## config.mk

```make
export PLATFORM = sky130hd
export DESIGN_NAME = s2c_angle
export DESIGN_NICKNAME = d
export VERILOG_FILES = /design/src/rtl/core/s2c_pkg.sv /design/src/rtl/core/s2c_angle.sv
export SDC_FILE = /design/constraint.sdc
export NUM_CORES = 1
export LEC_CHECK = 0
export BUFFER_PORTS_ARGS = -buffer_cell sky130_fd_sc_hd__buf_2
export CAP_MARGIN = 20
export CORE_ASPECT_RATIO = 1.75
export CORE_MARGIN = 1
export CORE_UTILIZATION = 57
export CTS_BUF_LIST = sky130_fd_sc_hd__clkbuf_8
export DETAILED_ROUTE_END_ITERATION = 16
export PLACE_DENSITY = 0.8
export SYNTH_ARGS = -nofsm -noshare
export SYNTH_HDL_FRONTEND = slang
export SYNTH_SLANG_ARGS = --single-unit
```

## constraint.sdc

```tcl
create_clock -name i_clk -period 6.7 [get_ports i_clk]
set_input_delay 1.34 -clock i_clk [delete_from_list [all_inputs] [get_ports i_clk]]
set_output_delay 1.34 -clock i_clk [all_outputs]
set_load 0.005 [all_outputs]
```

## src/rtl/core/s2c_pkg.sv

```systemverilog
package s2c_pkg;

    localparam int ANG_W = 16;
    localparam int RAD_W = 24;
    localparam int OUT_W = 25;
    // cordic datapath, q2.30 with headroom
    localparam int CW = 34;
    // trig values after quadrant mapping, q2.30
    localparam int TW = 32;
    // radius times trig value after rounding
    localparam int PW = 27;
    localparam int PI_W = 31;
    localparam int ATAN_N = 24;

    localparam logic signed [PI_W-1:0] PI_Q28 = 31'sd843314857;
    localparam logic signed [CW-1:0] GAIN_Q30 = 34'sd652032874;
    localparam logic signed [OUT_W-1:0] OUT_MAX = 25'sd16777215;
    localparam logic [ANG_W-1:0] EIGHTH_TURN = 16'h2000;

    localparam logic signed [CW-1:0] ATAN_Q30 [ATAN_N] = '{
        34'sd843314856, 34'sd497837829, 34'sd263043836, 34'sd133525158,
        34'sd67021686, 34'sd33543515, 34'sd16775850, 34'sd8388437,
        34'sd4194282, 34'sd2097149, 34'sd1048575, 34'sd524287,
        34'sd262143, 34'sd131071, 34'sd65535, 34'sd32767,
        34'sd16383, 34'sd8191, 34'sd4095, 34'sd2047,
        34'sd1023, 34'sd511, 34'sd255, 34'sd127
    };

    localparam logic [1:0] QUAD_0 = 2'd0;
    localparam logic [1:0] QUAD_1 = 2'd1;
    localparam logic [1:0] QUAD_2 = 2'd2;
    localparam logic [1:0] QUAD_3 = 2'd3;

    // pipeline advance and valid of the item entering a section
    typedef struct packed {
        logic en;
        logic vld;
    } t_flow;

endpackage

```

## src/rtl/core/s2c_angle.sv

```systemverilog
module s2c_angle (
    input  logic                          i_clk,
    input  logic                          i_rst_n,
    input  s2c_pkg::t_flow                i_flow,
    input  logic [s2c_pkg::ANG_W-1:0]     i_ring,
    input  logic [s2c_pkg::ANG_W-1:0]     i_sector,
    input  logic [s2c_pkg::RAD_W-1:0]     i_radius,
    output logic                          o_vld,
    output logic [1:0]                    o_quad_lat,
    output logic [1:0]                    o_quad_lon,
    output logic signed [s2c_pkg::CW-1:0] o_z_lat,
    output logic signed [s2c_pkg::CW-1:0] o_z_lon,
    output logic [s2c_pkg::RAD_W-1:0]     o_radius
);
    import s2c_pkg::*;

    localparam int RES_W = ANG_W - 2;
    localparam int MUL_W = RES_W + PI_W;

    // residual of the nearest quarter turn, turned into radians q2.30
    function automatic logic signed [CW-1:0] resid_rad(input logic [ANG_W-1:0] a);
        logic [ANG_W-1:0]        sh;
        logic signed [RES_W-1:0] res;
        logic signed [MUL_W-1:0] prod;
        sh   = a + EIGHTH_TURN;
        res  = $signed({~sh[RES_W-1], sh[RES_W-2:0]});
        prod = MUL_W'(res) * MUL_W'(PI_Q28) + MUL_W'(4096);
        return CW'($signed(prod[MUL_W-1:13]));
    endfunction

    logic [ANG_W-1:0] lat_sh;
    logic [ANG_W-1:0] lon_sh;
    logic             r_vld;

    assign lat_sh = i_ring + EIGHTH_TURN;
    assign lon_sh = i_sector + EIGHTH_TURN;

    always_ff @(posedge i_clk) begin
        if (!i_rst_n) begin
            r_vld <= 1'b0;
        end else if (i_flow.en) begin
            r_vld <= i_flow.vld;
        end
    end

    always_ff @(posedge i_clk) begin
        if (i_flow.en) begin
            o_quad_lat <= lat_sh[ANG_W-1:ANG_W-2];
            o_quad_lon <= lon_sh[ANG_W-1:ANG_W-2];
            o_z_lat    <= resid_rad(i_ring);
            o_z_lon    <= resid_rad(i_sector);
            o_radius   <= i_radius;
        end
    end

    assign o_vld = r_vld;

endmodule

```

==> out/qor.yml <==
worstSetupPathType: "input port to flip-flop"
syn_area_um2: 16700
crit_arrival_ns: 6.69
rrSetupSlack_ns: 6.07
cts_tree: "built"
drt_iter0_drc: 658
place_worst_setup_slack_ns: -0.351
grtUsageTotal_pct: 33.6
ant_nets: 0
grt_pass1_vias: 14600
slowest_stage: "fa_2"
dr.pass1.iters: 5
ys_warn_count: 0
dieWidth_um: 131
setup_tns_ns: 0
syn2layout_area_growth_pct: 18.7
overflow: 0
dieHeight_um: 228
startpoint: "i_sector[5]"
wire_per_inst_um: 20.7
critPathCapture: "o_z_lon[29]"
ys_seq_area_share_pct: 16.7
clock_latency_ns: 0.39
synth_compound_area_share_pct: 8.57
worst_hold_path_type: "flip-flop to flip-flop"
timing.max_cap.violations: 0
r2r_start: "o_vld"
drive_above_1_share_pct: 21.2
clk_path_buf_depth: 2
use_met3_pct: 5.42
worstPathRequired_ns: 6.84
rr_endpoint: "o_vld"
die_area_um2: 29900
use_met1_pct: 27.5
utilization_pct: 68.8
fin_ws_ns: 0.147
ys_types: 66
slowest_delay_ns: 0.58
synth_edf_count: 92
avgViaCountPerCell: 5.54
clk_pin_slew_ns: 0.10
syn_area_per_cell_um2: 10.7
synthMuxAreaShare_pct: 0.0601
yosys.area_share.simple_pct: 4.56
netlist_instances: 1561
synth-async-reset-ratio_pct: 0
cts_sinks: 93
cts_buffers: 9
ys_ff_latch: 93
rows: 82
r2r_cells: 2
core_area_um2: 28700
busiest_layer: "met2"
synth_fa_ha_area_share_pct: 56.7
io_buffers: 156
synth_ff_type: "edfxtp_1"
cts_hold_buffers: 0
min_period_ns: 6.55
vias: 12800
met2_usage_pct: 64.5
hp-start: "o_vld"
dp_hpwl_mm: 42.2
initial_core_util_pct: 58.0
cts_max_level: 3
setup_viol: 0
syn-num-nets: 2219
boundaryPins: 157
synth-xor-area-share_pct: 3.47
worst_slew_pin_slew_ns: 1.02
finalMaxSlewViolations: 0
holdWs_ns: 0.560
synth_top_family_by_area: "adder cells"
clockRootBuffer: "clkbuf_8"
outcome: "finished clean"
crit_path_max_fanout: 6
fmax_ghz: 0.153
fin_worst_skew_ns: 0
relSlewSlack_pct: 32.0
drt_wl_total_mm: 47.8
crit_path_end_kind: "flip-flop"
n_fill_cell: 2212
antenna_found_initial: 2
drc_errors: 0
grt_pass1_wl_mm: 74.5
grt_max_degree: 74
report.final.hold_viol_count: 0
cp-start-kind: "input port"
crit_path_cell_trace: "buf_2 -> fa_1 -> inv_1 -> fa_1 -> inv_1 -> fa_1 -> inv_1 -> fa_2 -> inv_1 -> fa_1 -> ha_1 -> ha_1 -> buf_4 -> nand4_1 -> nor3_2 -> nand2_1 -> nand4b_1 -> o211a_2 -> o21ba_1 -> o41ai_2 -> xor2_1"
timing.final.crit_share_pct: 97.8
fin_nets: 2583
place_congestion: 1.10
==> placed cells by master (no fill, tap or decap), types with 10 or more instances in the layout <==
master and n:
nor2_1 21, ha_1 337, o21bai_1 10, a21oi_1 71
xor2_1 25, buf_4 214, o21a_1 13, nand2_1 46
xnor2_1 41, edfxtp_1 92, nand4_1 13, o21ai_0 36
buf_2 155, a21o_1 26, inv_1 420, fa_1 258
nand3_1 18
==> state kept, by name (all words and copies together), names as in the netlist <==
| register | count |
|---|---|
| o_z_lat | 32 |
| o_z_lon | 32 |
| o_radius | 24 |
| o_quad_lat | 2 |
| o_quad_lon | 2 |
| o_vld | 1 |
==> worst max-delay path: cells and delay by family <==
| kind | cells | cell delay, ns |
|---|---|---|
| adder cells (fa/ha/maj) | 7 | 3.25 |
| XOR/XNOR | 1 | 0.11 |
| AO/OA/AOI/OAI | 3 | 0.72 |
| AND/OR/NAND/NOR | 4 | 0.68 |
| buffers and inverters | 6 | 0.58 |
==> layer usage <==
layer  vias up  wire [µm]
li1       5794          -
met1      6304      13900
met2       454      26500
met3       235       1980
met4         2       5430
met5         -         11
==> synth_stat cells, types with 5 or more instances <==
cell / count / area share, %
a211oi_1: 5 / 0.23
a21o_1: 26 / 1.2
a21oi_1: 72 / 2.2
a31oi_1: 10 / 0.38
and2_1: 5 / 0.19
and3_1: 6 / 0.23
and4_1: 5 / 0.26
clkbuf_1: 10 / 0.23
edfxtp_1: 92 / 17
fa_1: 260 / 31
ha_1: 338 / 25
inv_1: 419 / 9.4
nand2_1: 46 / 1.0
nand3_1: 18 / 0.54
nand4_1: 13 / 0.49
nor2_1: 21 / 0.47
nor2b_1: 8 / 0.30
nor3_1: 7 / 0.21
o21a_1: 13 / 0.59
o21ai_0: 36 / 1.1
o21ai_1: 5 / 0.15
o21bai_1: 10 / 0.45
xnor2_1: 41 / 2.2
xor2_1: 25 / 1.3
==> final cells by class <==
| type | count | area, µm² | share of cell area, % |
|---|---|---|---|
| diodes | 1 | 2.50 | 0.0127 |
| clock buffers | 9 | 124 | 0.627 |
| clock inverters | 7 | 97.6 | 0.494 |
| inverters | 419 | 1570 | 7.96 |
| multi-input cells | 1031 | 12300 | 62.2 |
| flip-flops and latches | 93 | 2780 | 14.1 |
| well taps | 378 | 473 | 2.39 |
| repair buffers | 371 | 2420 | 12.3 |
==> stage by stage <==
stage / cells / cell area [µm²]
floorplan: 1561 / 16700
global placement: 2290 / 19400
detailed placement: 2290 / 19400
CTS: 2306 / 19700
global route: 2309 / 19800
finish: 2309 / 19800
==> worst min path at each step <==
stage | end | slack, ns | depth (start not counted)
floorplan | o_vld | 0.51 | 2
global placement | o_vld | 0.50 | 2
detailed placement | o_vld | 0.53 | 2
CTS | o_vld | 0.56 | 2
global route | o_vld | 0.59 | 2
finish | o_vld | 0.56 | 2
==> what timing repair did <==
action                                  CTS  global route
resized for setup                         0            13
endpoints found under the setup margin    0            17
setup buffers                             0             2
==> logic make-up after synthesis <==
family	Yosys count
buffers and inverters	437
AOI/OAI and AO/OA	218
xor gates and xnor gates	66
and+or+nand+nor	148
muxes	1
adders and majority gates	598
DFF	93
Power is left out: the tool's default activity adds up to more than one toggle a clock period on the data nets, which glitch-free logic cannot reach.
